**src/hdl/mnva_pkg.sv**
```systemverilog
// Shared types, constants and the pitch table for the MIDI note voice allocator.
// No dependencies; every other file in hdl/ imports this package.
package mnva_pkg;

   localparam int DEFAULT_NUM_VOICES = 4;
   localparam int MAX_RESULTS        = 4;
   localparam int RSP_FIFO_DEPTH     = 8;

   localparam int CSR_INDEX_W = 2;
   localparam int CSR_DATA_W  = 5;

   localparam logic [CSR_INDEX_W-1:0] CSR_RX_CHANNEL = 2'd0;
   localparam logic [CSR_INDEX_W-1:0] CSR_POLY_MODE  = 2'd1;
   localparam logic [CSR_INDEX_W-1:0] CSR_VEL_SENSE  = 2'd2;

   localparam logic [7:0]  FREE_SLOT = 8'd255;
   localparam logic [6:0]  FULL_LEVEL = 7'd127;
   localparam logic [20:0] FREQ_MIN  = 21'd5120;
   localparam logic [20:0] FREQ_MAX  = 21'd2048000;
   localparam logic [63:0] A4_Q8     = 64'd112640;

   typedef struct packed {
      logic       op;
      logic [4:0] channel;
      logic [6:0] note;
      logic [6:0] velocity;
   } req_payload_type;

   typedef struct packed {
      logic [1:0]  voice;
      logic        is_poly;
      logic        gate;
      logic [20:0] frequency;
      logic [6:0]  level;
      logic        takes_gate_source;
      logic        last;
   } rsp_payload_type;

   // request token walking the voice cell chain
   typedef struct packed {
      logic       valid;
      logic       act_on;
      logic       act_off;
      logic [6:0] note;
      logic       any_free;
      logic       claimed;
   } probe_type;

   typedef struct packed {
      logic valid;
      logic gate;
   } hit_type;

   // A4 in Q8 times the Q30 semitone ratio
   function automatic logic [47:0] freq_base(input logic [3:0] semi);
      logic [47:0] r;
      begin
         case (semi)
            4'd0:    r = 48'(A4_Q8 * 64'd1073741824);
            4'd1:    r = 48'(A4_Q8 * 64'd1137589835);
            4'd2:    r = 48'(A4_Q8 * 64'd1205234447);
            4'd3:    r = 48'(A4_Q8 * 64'd1276901417);
            4'd4:    r = 48'(A4_Q8 * 64'd1352829926);
            4'd5:    r = 48'(A4_Q8 * 64'd1433273380);
            4'd6:    r = 48'(A4_Q8 * 64'd1518500250);
            4'd7:    r = 48'(A4_Q8 * 64'd1608794974);
            4'd8:    r = 48'(A4_Q8 * 64'd1704458901);
            4'd9:    r = 48'(A4_Q8 * 64'd1805811301);
            4'd10:   r = 48'(A4_Q8 * 64'd1913190429);
            4'd11:   r = 48'(A4_Q8 * 64'd2026954652);
            default: r = 48'd0;
         endcase
         return r;
      end
   endfunction

endpackage

```
**src/hdl/mnva_voice_cell.sv**
```systemverilog
// One voice slot of the allocator chain: holds the slot note and passes the probe on.
// Depends on mnva_pkg.
module mnva_voice_cell
   import mnva_pkg::*;
#(
   parameter int VOICE_W = 2,
   parameter int IDX     = 0
) (
   input  logic               clock,
   input  logic               reset,
   input  probe_type          probe_in,
   input  logic [VOICE_W-1:0] steal_ptr,
   output probe_type          probe_out,
   output hit_type            hit,
   output logic               free
);

   logic [7:0] note_ff, note_in;
   probe_type  probe_ff, probe_in_next;
   logic       take, rel;

   assign free = (note_ff == FREE_SLOT);

   always_comb begin
      take = probe_in.valid && probe_in.act_on &&
             ((probe_in.any_free && free && !probe_in.claimed) ||
              (!probe_in.any_free && steal_ptr == VOICE_W'(IDX)));
      rel  = probe_in.valid && probe_in.act_off && (note_ff == {1'b0, probe_in.note});
      note_in = note_ff;
      if (take) begin
         note_in = {1'b0, probe_in.note};
      end else if (rel) begin
         note_in = FREE_SLOT;
      end
      probe_in_next = probe_in;
      probe_in_next.claimed = probe_in.claimed | take;
      hit.valid = take | rel;
      hit.gate  = take;
   end

   always_ff @(posedge clock) begin
      if (reset) begin
         note_ff        <= FREE_SLOT;
         probe_ff.valid <= 1'b0;
      end else begin
         note_ff        <= note_in;
         probe_ff.valid <= probe_in_next.valid;
      end
      probe_ff.act_on   <= probe_in_next.act_on;
      probe_ff.act_off  <= probe_in_next.act_off;
      probe_ff.note     <= probe_in_next.note;
      probe_ff.any_free <= probe_in_next.any_free;
      probe_ff.claimed  <= probe_in_next.claimed;
   end

   assign probe_out = probe_ff;

endmodule

```
**src/hdl/mnva_pitch.sv**
```systemverilog
// Two-stage note to Q13.8 frequency unit: octave split, then table, round and clamp.
// Depends on mnva_pkg.
module mnva_pitch
   import mnva_pkg::*;
(
   input  logic        clock,
   input  logic [6:0]  note_in,
   output logic [20:0] freq_out
);

   logic [7:0]  t;
   logic [15:0] prod;
   logic [3:0]  oct;
   logic [3:0]  semi;
   logic [3:0]  oct_ff, semi_ff;
   logic [5:0]  sh;
   logic [48:0] sum, shifted;
   logic [20:0] freq_in, freq_ff;

   always_comb begin
      t    = 8'(note_in) + 8'd3;
      // t / 12 for t <= 130
      prod = 16'(t) * 16'd171;
      oct  = prod[14:11];
      semi = 4'(t - 8'(oct) * 8'd12);
   end

   always_comb begin
      sh      = 6'd36 - 6'(oct_ff);
      sum     = 49'(freq_base(semi_ff)) + (49'd1 << (sh - 6'd1));
      shifted = sum >> sh;
      if (shifted < 49'(FREQ_MIN)) begin
         freq_in = FREQ_MIN;
      end else if (shifted > 49'(FREQ_MAX)) begin
         freq_in = FREQ_MAX;
      end else begin
         freq_in = shifted[20:0];
      end
   end

   always_ff @(posedge clock) begin
      oct_ff  <= oct;
      semi_ff <= semi;
      freq_ff <= freq_in;
   end

   assign freq_out = freq_ff;

endmodule

```
**src/hdl/midi_note_voice_allocator_core.sv**
```systemverilog
// MIDI note voice allocator top level: control, mono state, voice cell chain, result queue.
// Depends on mnva_pkg, mnva_voice_cell and mnva_pitch.
// Flow: a request is accepted, ST_PREP launches a probe, then in ST_SCAN the probe walks
// the voice cell chain one cell per cycle and leaves it in an exit cycle. The last result
// is queued in the exit cycle and reaches rsp through the result FIFO and the rsp register
// when the output is free. A request failing the channel filter is dropped with no result.
// New requests stall while one is in progress or the FIFO has room for under MAX_RESULTS.
// Reset (synchronous): all slots free, steal pointer 0, no mono note, control registers cleared.
module midi_note_voice_allocator_core
   import mnva_pkg::*;
#(
   parameter int NUM_VOICES = DEFAULT_NUM_VOICES
) (
   input  logic                   clock,
   input  logic                   reset,
   input  logic                   req_valid,
   output logic                   req_stall,
   input  req_payload_type        req_payload,
   output logic                   rsp_valid,
   input  logic                   rsp_stall,
   output rsp_payload_type        rsp_payload,
   input  logic                   csr_we,
   input  logic [CSR_INDEX_W-1:0] csr_index,
   input  logic [CSR_DATA_W-1:0]  csr_wdata
);

   localparam int VOICE_W = (NUM_VOICES > 1) ? $clog2(NUM_VOICES) : 1;
   localparam int PTR_W   = $clog2(RSP_FIFO_DEPTH);
   localparam int CNT_W   = $clog2(RSP_FIFO_DEPTH + 1);
   localparam int TOT_W   = $clog2(MAX_RESULTS + 1);

   typedef enum logic [2:0] {
      ST_IDLE = 3'b001,
      ST_PREP = 3'b010,
      ST_SCAN = 3'b100
   } state_type;

   state_type state_ff, state_in;

   logic [4:0] rx_channel_ff, rx_channel_in;
   logic       poly_mode_ff, poly_mode_in;
   logic       vel_sense_ff, vel_sense_in;

   req_payload_type req_ff;
   logic [6:0]      level_ff;
   logic [7:0]      mono_note_ff, mono_note_in;
   logic [VOICE_W-1:0] steal_ptr_ff, steal_ptr_in;
   logic [VOICE_W-1:0] scan_cnt_ff, scan_cnt_in;
   logic [TOT_W-1:0]   total_ff, total_in;

   probe_type launch_ff, launch_in;
   probe_type chain [NUM_VOICES+1];
   hit_type   hits [NUM_VOICES];
   logic [NUM_VOICES-1:0] free_vec;
   logic       hit_any, hit_gate;

   rsp_payload_type pend_ff, pend_in;
   logic            pend_valid_ff, pend_valid_in;

   rsp_payload_type fifo_mem [RSP_FIFO_DEPTH];
   rsp_payload_type push_data;
   rsp_payload_type rsp_ff;
   logic             rsp_valid_ff;
   logic [PTR_W-1:0] wr_ptr_ff, rd_ptr_ff;
   logic [CNT_W-1:0] count_ff;
   logic             push, push_last, pop, load;

   logic [20:0] freq;
   logic        accept, filtered, is_off;

   mnva_pitch u_pitch (
      .clock    (clock),
      .note_in  (req_ff.note),
      .freq_out (freq)
   );

   assign chain[0] = launch_ff;

   for (genvar i = 0; i < NUM_VOICES; i++) begin : g_cell
      mnva_voice_cell #(
         .VOICE_W (VOICE_W),
         .IDX     (i)
      ) u_cell (
         .clock     (clock),
         .reset     (reset),
         .probe_in  (chain[i]),
         .steal_ptr (steal_ptr_ff),
         .probe_out (chain[i+1]),
         .hit       (hits[i]),
         .free      (free_vec[i])
      );
   end

   always_comb begin
      hit_any  = 1'b0;
      hit_gate = 1'b0;
      for (int i = 0; i < NUM_VOICES; i++) begin
         hit_any  = hit_any | hits[i].valid;
         hit_gate = hit_gate | hits[i].gate;
      end
   end

   assign req_stall = (state_ff != ST_IDLE) ||
                      (count_ff > CNT_W'(RSP_FIFO_DEPTH - MAX_RESULTS));
   assign accept    = req_valid && !req_stall;
   assign filtered  = (rx_channel_ff != 5'd0) && (req_payload.channel != rx_channel_ff);
   assign is_off    = req_ff.op || (req_ff.velocity == 7'd0);
   assign pop       = rsp_valid && !rsp_stall;
   assign load      = (count_ff != '0) && (!rsp_valid_ff || pop);

   always_comb begin
      rx_channel_in = rx_channel_ff;
      poly_mode_in  = poly_mode_ff;
      vel_sense_in  = vel_sense_ff;
      if (csr_we) begin
         unique case (csr_index)
            CSR_RX_CHANNEL: rx_channel_in = csr_wdata;
            CSR_POLY_MODE:  poly_mode_in  = csr_wdata[0];
            CSR_VEL_SENSE:  vel_sense_in  = csr_wdata[0];
            default: ;
         endcase
      end
   end

   always_comb begin
      state_in      = state_ff;
      mono_note_in  = mono_note_ff;
      steal_ptr_in  = steal_ptr_ff;
      scan_cnt_in   = scan_cnt_ff;
      total_in      = total_ff;
      pend_in       = pend_ff;
      pend_valid_in = pend_valid_ff;
      push          = 1'b0;
      push_last     = 1'b0;

      launch_in          = launch_ff;
      launch_in.valid    = 1'b0;
      launch_in.act_on   = poly_mode_ff && !is_off;
      launch_in.act_off  = poly_mode_ff && is_off;
      launch_in.note     = req_ff.note;
      launch_in.any_free = |free_vec;
      launch_in.claimed  = 1'b0;

      unique case (state_ff)
         ST_IDLE: begin
            if (accept && !filtered) begin
               state_in = ST_PREP;
            end
         end
         ST_PREP: begin
            launch_in.valid = 1'b1;
            scan_cnt_in     = '0;
            total_in        = '0;
            state_in        = ST_SCAN;
            if (!poly_mode_ff) begin
               pend_in.voice             = 2'd0;
               pend_in.is_poly           = 1'b0;
               pend_in.frequency         = '0;
               pend_in.last              = 1'b0;
               if (!is_off) begin
                  mono_note_in              = {1'b0, req_ff.note};
                  pend_in.gate              = 1'b1;
                  pend_in.level             = level_ff;
                  pend_in.takes_gate_source = 1'b1;
                  pend_valid_in             = 1'b1;
               end else if (mono_note_ff == {1'b0, req_ff.note}) begin
                  mono_note_in              = FREE_SLOT;
                  pend_in.gate              = 1'b0;
                  pend_in.level             = '0;
                  pend_in.takes_gate_source = 1'b0;
                  pend_valid_in             = 1'b1;
               end
            end
         end
         ST_SCAN: begin
            scan_cnt_in = scan_cnt_ff + 1'b1;
            if (chain[NUM_VOICES].valid) begin
               push          = pend_valid_ff;
               push_last     = 1'b1;
               pend_valid_in = 1'b0;
               state_in      = ST_IDLE;
               if (chain[NUM_VOICES].act_on) begin
                  steal_ptr_in = (steal_ptr_ff == VOICE_W'(NUM_VOICES - 1)) ? '0 :
                                 steal_ptr_ff + 1'b1;
               end
            end else if (hit_any && total_ff < TOT_W'(MAX_RESULTS)) begin
               push                      = pend_valid_ff;
               pend_valid_in             = 1'b1;
               total_in                  = total_ff + 1'b1;
               pend_in.voice             = 2'(scan_cnt_ff);
               pend_in.is_poly           = 1'b1;
               pend_in.gate              = hit_gate;
               pend_in.frequency         = '0;
               pend_in.level             = hit_gate ? level_ff : 7'd0;
               pend_in.takes_gate_source = 1'b0;
               pend_in.last              = 1'b0;
            end
         end
         default: state_in = ST_IDLE;
      endcase
   end

   always_comb begin
      push_data           = pend_ff;
      push_data.frequency = pend_ff.gate ? freq : 21'd0;
      push_data.last      = push_last;
   end

   always_ff @(posedge clock) begin
      if (reset) begin
         state_ff        <= ST_IDLE;
         rx_channel_ff   <= 5'd0;
         poly_mode_ff    <= 1'b0;
         vel_sense_ff    <= 1'b0;
         mono_note_ff    <= FREE_SLOT;
         steal_ptr_ff    <= '0;
         scan_cnt_ff     <= '0;
         total_ff        <= '0;
         pend_valid_ff   <= 1'b0;
         launch_ff.valid <= 1'b0;
         wr_ptr_ff       <= '0;
         rd_ptr_ff       <= '0;
         count_ff        <= '0;
         rsp_valid_ff    <= 1'b0;
      end else begin
         state_ff        <= state_in;
         rx_channel_ff   <= rx_channel_in;
         poly_mode_ff    <= poly_mode_in;
         vel_sense_ff    <= vel_sense_in;
         mono_note_ff    <= mono_note_in;
         steal_ptr_ff    <= steal_ptr_in;
         scan_cnt_ff     <= scan_cnt_in;
         total_ff        <= total_in;
         pend_valid_ff   <= pend_valid_in;
         launch_ff.valid <= launch_in.valid;
         if (push) begin
            wr_ptr_ff <= wr_ptr_ff + 1'b1;
         end
         if (load) begin
            rd_ptr_ff <= rd_ptr_ff + 1'b1;
         end
         if (push && !load) begin
            count_ff <= count_ff + 1'b1;
         end else if (load && !push) begin
            count_ff <= count_ff - 1'b1;
         end
         if (load) begin
            rsp_valid_ff <= 1'b1;
         end else if (pop) begin
            rsp_valid_ff <= 1'b0;
         end
      end
      launch_ff.act_on   <= launch_in.act_on;
      launch_ff.act_off  <= launch_in.act_off;
      launch_ff.note     <= launch_in.note;
      launch_ff.any_free <= launch_in.any_free;
      launch_ff.claimed  <= launch_in.claimed;
   end

   always_ff @(posedge clock) begin
      if (accept) begin
         req_ff   <= req_payload;
         level_ff <= vel_sense_ff ? req_payload.velocity : FULL_LEVEL;
      end
      pend_ff <= pend_in;
      if (push) begin
         fifo_mem[wr_ptr_ff] <= push_data;
      end
      if (load) begin
         rsp_ff <= fifo_mem[rd_ptr_ff];
      end
   end

   assign rsp_valid   = rsp_valid_ff;
   assign rsp_payload = rsp_ff;

endmodule
```
**config.mk**
```make
export PLATFORM = sky130hd
export DESIGN_NAME = midi_note_voice_allocator_core
export DESIGN_NICKNAME = d
export VERILOG_FILES = /design/src/hdl/mnva_pkg.sv /design/src/hdl/mnva_voice_cell.sv /design/src/hdl/mnva_pitch.sv /design/src/hdl/midi_note_voice_allocator_core.sv
export SDC_FILE = /design/constraint.sdc
export NUM_CORES = 1
export LEC_CHECK = 0
export BUFFER_PORTS_ARGS = -buffer_cell sky130_fd_sc_hd__buf_2
export CORE_MARGIN = 2
export CORE_UTILIZATION = 45
export CTS_BUF_LIST = sky130_fd_sc_hd__clkbuf_8
export CTS_CLUSTER_SIZE = 30
export DETAILED_ROUTE_END_ITERATION = 7
export GPL_ROUTABILITY_DRIVEN = 0
export PLACE_DENSITY = 0.64
export SETUP_SLACK_MARGIN = 0.1
export SLEW_MARGIN = 20
export SYNTH_ARGS = -nofsm -noshare
export SYNTH_HDL_FRONTEND = slang
export SYNTH_SLANG_ARGS = --single-unit
```
**constraint.sdc**
```tcl
create_clock -name clock -period 6.28 [get_ports clock]
set_input_delay 0 -clock clock [delete_from_list [all_inputs] [get_ports clock]]
set_output_delay 0 -clock clock [all_outputs]
set_load 0.1 [all_outputs]
```
==> impl_metrics.yaml, run 1 <==
sta:
  finalSetupTns_ps: 0
  fmax_ghz: 0.168
  final.period_utilization_pct: 94.9
  rsz0062_at_grt: "no"
  hold_viol_final: 0
  setup_viol: 0
  final-max-slew-violation-count: 0
  holdWs_ps: 85.3
  fin_crit_ps: 5960
  max_slew_margin_pct: 24.9
  worst_slew_pin_slew_ps: 1120
  clock_skew_ps: 31.6
drt:
  first_pass_iters: 8
  dr_total_vias: 20600
  drc: 0
  first_iter_violations: 2346
  drt-total-wl_mm: 72.2
  ant_nets: 0
  wl_per_cell_um: 21.2
  viasPerCell: 6.07
logic_synthesis:
  synthSimpleGateAreaFrac_pct: 13.9
  synth_compound_area_share_pct: 14.3
  synth_top_area_cell: "edfxtp_1"
  synth_mux_area_share_pct: 9.64
  synthFlopType: "edfxtp_1"
  yosysWarnings: 0
  synth_seq_cells: 519
  syn_area_um2: 27100
  syn-instance-count: 2397
  yosysSeqAreaShare_pct: 50.9
  ys_types: 97
  synth_edf_count: 340
  synth_xor_area_share_pct: 2.75
  async_flop_share_pct: 0
  synth_top_family_by_area: "compound AO/OA/AOI/OAI gates"
  avgSynthCellArea_um2: 11.3
  synth_fa_ha_area_share_pct: 5.53
  yosysTopAreaCellShare_pct: 37.7
  synthTopCellsByArea: "edfxtp_1 (38%), dfxtp_1 (13%), mux4_2 (6.1%)"
clock_tree:
  worstSkewPairLatency_ps: 670
  cts.sinks: 519
  cts.path.max_buffers: 3
  root_buffer: "clkbuf_8"
  cts_tree: "yes"
  ctsHtreeMaxLevel: 3
  path_clk_slew_ps: 60
  cts_buffers: 84
min_path:
  hold_class: "in -> reg"
finish:
  drive_above_1_share_pct: 18.0
  final_nets: 2705
  area.growth.synth_to_final_pct: 14.1
  layout_commonest_cell: "edfxtp_1"
  final_cell_mix: "edfxtp_1 (340), nor2_1 (193), nand2_1 (181), dfxtp_1 (175), a21oi_1 (126)"
worst_setup_path:
  end_kind: "flip-flop"
  cp_max_fo: 8
  crit_type: "reg -> reg"
  start_kind: "flip-flop"
  crit_required_ps: 6830
  critPathArrivalTime_ps: 6510
floorplan:
  initial_core_util_pct: 45.7
  die_w_um: 249
  rows: 89
  ios: 68
  dieHeight_um: 249
  fp.coreArea_um2: 59200
  dieArea_um2: 62200
global_routing:
  grt_pass1_vias: 20600
  grt_start_max_net_pins: 67
  antenna_found_initial: 2
  grt_pass1_wl_mm: 113
  grt-ovfl-total: 0
  grt_usage_pct: 22.9
outcome:
  status: "finished, final reports clean"
placement:
  dp_hpwl_mm: 50.0
  portBuffers: 67
flow_run:
  max_cap_viol_count: 0
-- routing by layer --
metal / global-route usage, % / wire length [µm] / vias to the layer above
li1: - / - / 9459
met3: 4.67 / 5300 / 230
met2: 37.8 / 33800 / 977
met5: 0 / 43 / -
met1: 29.5 / 30100 / 9968
met4: 9.57 / 2960 / 2
-- path summary, 6_finish.rpt --
kind	slack (ps)	startpoint	end	cells after the start
hold / removal	90	req_payload[9]	launch_in[4]	2
hold reg to reg	340	g_cell[1].u_cell.probe_out[9]	g_cell[2].u_cell.probe_out[9]	0
setup / recovery	320	u_pitch.oct_ff[3]	u_pitch.freq_out[2]	20
setup reg to reg	320	u_pitch.oct_ff[3]	u_pitch.freq_out[2]	20
-- synthesized netlist by cell type (all sizes together), types with 8 or more instances --
| library cell | count |
|---|---|
| xnor2 | 34 |
| mux4 | 74 |
| edfxtp | 340 |
| o211a | 9 |
| nand4 | 38 |
| clkbuf | 93 |
| mux2i | 40 |
| o21a | 18 |
| nor2 | 200 |
| a21boi | 8 |
| o2111ai | 9 |
| ha | 99 |
| nor4 | 27 |
| a2111oi | 10 |
| or2 | 8 |
| xor2 | 51 |
| o211ai | 31 |
| nand3 | 41 |
| dfxtp | 179 |
| buf | 39 |
| a211o | 12 |
| fa | 13 |
| a211oi | 32 |
| o22ai | 14 |
| o31ai | 18 |
| and4 | 10 |
| o221ai | 11 |
| nand2 | 181 |
| a21oi | 130 |
| a31oi | 18 |
| a21o | 22 |
| inv | 72 |
| o21ai | 114 |
| a22oi | 11 |
| mux2 | 47 |
| nand2b | 57 |
| or3 | 12 |
| and2 | 38 |
| nor3 | 63 |
| a221oi | 8 |
| nor2b | 17 |
| nand3b | 31 |
| and3 | 16 |
-- cell families (layout without fill, tap and decap cells) --
family / after synthesis / in the layout
simple gates: 752 / 752
compound gates: 561 / 561
flops: 519 / 519
buf+inv: 206 / 432
mux: 161 / 161
fa+ha+maj: 112 / 112
xor+xnor: 85 / 85
other cells: 1 / 7
-- sequential cells by signal (all words and copies together) (netlist names), 8 cells and up, named ones only --
signal,count
chain,11
fifo_mem,272
g_cell.u_cell.note_ff,32
g_cell.u_cell.probe_out,38
mono_note_ff,8
pend_ff,12
req_ff,8
rsp_payload,34
u_pitch.freq_out,21
-- repair_timing --
item	4_1_cts	5_1_grt
setup buffers	0	10
resized for setup	0	20
endpoints found under the hold margin	102	0
hold buffers	46	0
setup endpoints to repair	0	45
-- metrics by stage --
stage | instances | setup slack [ps] | instance area [µm²] | util [%]
after global routing | 3402 | 16.1 | 30900 | 52.2
after CTS | 3391 | 190 | 30700 | 51.9
final | 3402 | 320 | 30900 | 52.2
after detailed placement | 3192 | 191 | 28600 | 48.3
after global placement | 3192 | 344 | 28600 | 48.3
after floorplan | 2402 | 321 | 27100 | -
-- final cells by class --
class	instances	area, µm²
well taps	773	967
inverters	74	278
clock buffers	93	1280
fillers	5080	28300
repair buffers	205	1500
flip-flops and latches	519	13800
multi-input cells	1677	12700
clock inverters	60	372
diodes	1	2.50
-- critical path, cell delays in order (launching register included) --
cell and delay, ps:
dfxtp_1 390, inv_1 150, ha_1 410, nand2b_1 240, nor2_1 80, ha_1 440, a211oi_1 150, o21ai_0 560
o2111ai_1 270, a31oi_1 440, xor2_1 180, a22oi_1 200, nand3_1 300, a21oi_1 220, o21ai_0 170, a221oi_1 550
nand4_1 190, nor4_2 440, o21ai_4 120, buf_4 170, nor3_1 220
Power of run 1 is left out: the tool's default activity adds up to more than one toggle a clock period on the data nets, which glitch-free logic cannot reach.
==> inputs of run 2 (changes only) <==
CORE_ASPECT_RATIO = 1.25   (was not set)
==> impl_metrics.yaml, run 2 (synthesized netlist as in run 1, its figures left out) <==
sta:
  fin_crit_ps: 5970
  worst_slew_pin_slew_ps: 1190
  finalSetupTns_ps: 0
  fmax_ghz: 0.168
  clock_skew_ps: 42.4
  final-max-slew-violation-count: 0
  rsz0062_at_grt: "yes"
  hold_viol_final: 0
  final.period_utilization_pct: 95.0
  max_slew_margin_pct: 20.3
  setup_viol: 0
floorplan:
  dieArea_um2: 62200
  dieHeight_um: 278
  initial_core_util_pct: 45.5
  fp.coreArea_um2: 59600
  die_w_um: 224
  ios: 68
  rows: 100
worst_setup_path:
  cp_max_fo: 15
  critPathArrivalTime_ps: 6560
  start_kind: "flip-flop"
  reg2reg_from: "u_pitch.oct_ff[3]"
  critPathTopFamily: "compound AO/OA/AOI/OAI gates"
  cpMaxStageDelayCell: "ha_1"
  cp_common_cell: "nand2_1"
  critPathBufInv: 3
  r2r_slack_ps: 310
  crit_required_ps: 6880
  crit_type: "reg -> reg"
  r2r_cells: 21
  crit_chain: "inv_1 -> ha_2 -> nand2_1 -> nor2_1 -> ha_1 -> nand2_1 -> nor2_1 -> nand2_1 -> o211ai_2 -> o21ai_1 -> a211o_1 -> and2_1 -> o311ai_0 -> nor4_1 -> buf_4 -> a211oi_1 -> o211ai_1 -> a2111oi_4 -> o21ai_2 -> buf_4 -> nor3_1"
  cpPeakStageDelay_ps: 530
  end_kind: "flip-flop"
  worst_r2r_endpoint: "u_pitch.freq_out[6]"
outcome:
  status: "finished, final reports clean"
placement:
  portBuffers: 67
  dp_hpwl_mm: 49.4
clock_tree:
  path_clk_slew_ps: 80
  cts.sinks: 519
  worstSkewPairLatency_ps: 690
  root_buffer: "clkbuf_8"
  ctsHtreeMaxLevel: 3
  cts.path.max_buffers: 3
  cts_buffers: 80
  cts_tree: "yes"
finish:
  drive_above_1_share_pct: 18.1
  area.growth.synth_to_final_pct: 13.7
  regMostFlops: "fifo_mem"
  seqCellArea_um2: 13800
  largest_reg_flops: 272
  multiInputGateArea_um2: 12800
  final_cell_mix: "edfxtp_1 (340), nor2_1 (192), nand2_1 (181), dfxtp_1 (175), a21oi_1 (127)"
  layout_commonest_cell: "edfxtp_1"
  final_nets: 2699
  n_fill_cell: 5152
global_routing:
  grt-ovfl-total: 0
  antenna_found_initial: 1
  grt_start_max_net_pins: 67
  grt_usage_pct: 23.0
  grt_pass1_vias: 20500
  grt_pass1_wl_mm: 113
min_path:
  hold_class: "in -> reg"
  hp-start: "req_payload[17]"
  holdPathEnd: "state_ff[0]"
  min_path_cells: 7
drt:
  first_pass_iters: 5
  drc: 0
  first_iter_violations: 1828
  drt-total-wl_mm: 72.0
  viasPerCell: 6.04
  ant_nets: 0
  wl_per_cell_um: 21.3
  dr_total_vias: 20400
flow_run:
  max_cap_viol_count: 0
[run 2: changes by cell type in the layout (fill, tap and decap cells not counted), moves of 3 or more]
| cell | previous run | this run |
|---|---|---|
| o21ai_0 | 102 | 99 |
| clkbuf_8 | 93 | 88 |
| dlygate4sd3_1 | 46 | 42 |
| a211oi_1 | 31 | 28 |
| inv_1 | 93 | 100 |
| a211oi_2 | 1 | 4 |
| o21ai_1 | 9 | 13 |
| clkinv_1 | 17 | 9 |
| a2111oi_0 | 8 | 5 |
[run 2: area by class of cell]
cell class                 instances  share of cell area, %
clock buffer                      88                   3.93
multi-input combinational       1677                   41.4
sequential                       519                   44.8
clock inverter                    57                   1.08
tap                              765                   3.11
inverter                          74                  0.913
antenna                            1                0.00812
timing repair buffer             203                   4.75
[run 2: worst reg2reg max path, cell delays in order (launching register included)]
cell	delay [ps]
dfxtp_1	340
inv_1	220
ha_2	370
nand2_1	240
nor2_1	80
ha_1	530
nand2_1	200
nor2_1	360
nand2_1	250
o211ai_2	300
o21ai_1	180
a211o_1	350
and2_1	210
o311ai_0	400
nor4_1	120
buf_4	170
a211oi_1	350
o211ai_1	230
a2111oi_4	490
o21ai_2	90
buf_4	210
nor3_1	200
[run 2: worst max path at each step]
stage / from / end / slack [ps] / depth (start not counted)
after floorplan: launch_in[2] / flip-flop / 320 / 24
after global placement: launch_in[2] / flip-flop / 300 / 22
after detailed placement: launch_in[2] / flip-flop / 160 / 22
after CTS: launch_in[6] / flip-flop / 110 / 22
after global routing: u_pitch.oct_ff[3] / u_pitch.freq_out[2] / 30 / 22
final: u_pitch.oct_ff[3] / u_pitch.freq_out[6] / 310 / 21
[run 2: per-layer routing]
layer  routed length, µm  global-route usage, %  vias up
li1                    -                      -     9431
met1               29200                   28.0     9924
met2               35700                   39.9      849
met3                4160                   3.64      223
met4                2970                   10.7        0
met5                   0                      0        -
[run 2: per-stage QoR]
step / instance area (µm²) / setup slack [ps] / cells / hold slack (ps) / utilization (%)
after detailed placement: 28600 / 157 / 3188 / 179 / 48.1
after floorplan: 27100 / 321 / 2402 / 98.9 / -
final: 30800 / 311 / 3384 / 37.2 / 51.7
after global routing: 30800 / 31.6 / 3384 / 25.7 / 51.7
after global placement: 28600 / 305 / 3188 / 180 / 48.1
after CTS: 30600 / 112 / 3375 / 1.56 / 51.4
[run 2: timing repair]
item | in CTS | in global routing
endpoints found under the setup margin | 0 | 53
setup buffers | 0 | 8
resized for setup | 0 | 34
hold endpoints to repair | 83 | 0
hold buffers | 42 | 0
Power of run 2 is left out for the same reason.
==> inputs of run 3 (changes only) <==
SYNTH_HIERARCHICAL = 1   (was not set)
==> impl_metrics.yaml, run 3 <==
outcome:
  status: "finished with violations"
  violations: "design-rule violations, negative setup slack"
worst_setup_path:
  critPathArrivalTime_ps: 6980
  crit_type: "reg -> reg"
  cp_common_cell: "buf_4"
  end_kind: "flip-flop"
  r2r_cells: 30
  worst_r2r_endpoint: "u_pitch/freq_out[12]"
  cp_max_fo: 8
  r2r_slack_ps: -80
  start_kind: "flip-flop"
  crit_required_ps: 6890
  cpPeakStageDelay_ps: 470
  reg2reg_from: "u_pitch/oct_ff[1]"
  cpMaxStageDelayCell: "or4_4"
global_routing:
  grt_pass1_vias: 22100
  grt_pass1_wl_mm: 122
  use_met1_pct: 29.2
  antenna_found_initial: 0
  top_usage_layer: "met2"
  grt_util_met2_pct: 42.9
  grt_usage_pct: 25.0
  met3_usage_pct: 4.74
  grt-ovfl-total: 0
  grt_start_max_net_pins: 112
sta:
  finalSetupTns_ps: -330
  worst_slew_pin_slew_ps: 1120
  hold_viol_final: 0
  setup_viol: 9
  final.period_utilization_pct: 101
  fmax_ghz: 0.157
  fin_crit_ps: 6360
  max_slew_margin_pct: 24.8
  final-max-slew-violation-count: 0
  rsz0062_at_grt: "yes"
  clock_skew_ps: 52.6
  setup_slack_ps: -84.4
clock_tree:
  worstSkewPairLatency_ps: 700
  cts.path.max_buffers: 3
  cts_tree: "yes"
  ctsHtreeMaxLevel: 3
  cts.sinks: 519
  path_clk_slew_ps: 60
  cts_buffers: 81
  root_buffer: "clkbuf_8"
drt:
  first_iter_violations: 1779
  viasPerCell: 6.06
  ant_nets: 0
  dr_total_vias: 22400
  first_pass_iters: 8
  drc: 5
  drt-total-wl_mm: 80.4
  wl_per_cell_um: 21.8
floorplan:
  dieArea_um2: 62800
  ios: 68
  initial_core_util_pct: 45.3
  fp.coreArea_um2: 60400
  die_w_um: 225
  rows: 101
  dieHeight_um: 280
finish:
  final_util_pct: 56.3
  layout_commonest_cell: "buf_4"
  final_cell_mix: "buf_4 (347), edfxtp_1 (340), nor2_1 (206), dfxtp_1 (174), nand2_1 (168)"
  largest_reg_flops: 272
  regMostFlops: "fifo_mem"
  final_nets: 3000
  drive_above_1_share_pct: 29.5
  area.growth.synth_to_final_pct: 24.2
logic_synthesis:
  yosysWarnings: 6
  avgSynthCellArea_um2: 11.2
  syn_area_um2: 27400
  syn-instance-count: 2432
min_path:
  hp-start: "req_payload[13]"
  min_path_cells: 2
  hold_class: "in -> reg"
  holdPathEnd: "launch_in[8]"
flow_run:
  max_cap_viol_count: 0
placement:
  dp_hpwl_mm: 56.2
  portBuffers: 67
  dpl_worst_slack_ps: -307
==> run 3: timing repair <==
item | in CTS | in global routing
resized for setup | 50 | 126
hold buffers | 51 | 0
setup buffers | 20 | 25
hold endpoints to repair | 48 | 0
gates cloned | 0 | 2
endpoints found under the setup margin | 41 | 50
pin swaps | 36 | 47
==> run 3: worst max path at each step <==
stage	startpoint	end	depth (start not counted)
final	u_pitch/oct_ff[1]	u_pitch/freq_out[12]	30
after global routing	u_pitch/oct_ff[1]	u_pitch/freq_out[10]	27
after global placement	u_pitch/oct_ff[1]	u_pitch/freq_out[10]	26
after detailed placement	u_pitch/oct_ff[1]	u_pitch/freq_out[5]	27
after CTS	u_pitch/oct_ff[0]	u_pitch/freq_out[12]	27
after floorplan	u_pitch/oct_ff[0]	u_pitch/freq_out[1]	30
==> run 3: worst max-delay path, delay by kind of cell, from the launching register on <==
family          cells  cell delay [ps]
mux                 1              330
simple gates        8             1370
compound gates      9             2190
buf+inv             9             1320
fa+ha+maj           3              740
flops               1              330
==> run 3: per-stage QoR <==
stage	instance area, µm²	hold slack (ps)	cells
2_1_floorplan	27500	98.9	2440
3_3_place_gp	30600	178	3450
3_5_place_dp	30600	179	3450
4_1_cts	33100	4.54	3663
5_1_grt	34000	15.7	3690
6_report	34000	45.1	3691
==> run 3: area by class of cell <==
cell class                 count  area [µm²]
fill                        5041       26400
sequential                   519       13800
multi-input combinational   1698       13700
timing repair buffer         477        3610
clock buffer                  95        1310
tap                          772         966
clock inverter                47         314
inverter                      82         310
antenna                        1        2.50
==> run 3: per-layer routing <==
metal  wire length (µm)  share of wire, %
met4               4740               5.9
met3               5110               6.4
met2              39500                49
met5                  0                 0
met1              31000                39
Power of run 3 is left out for the same reason.
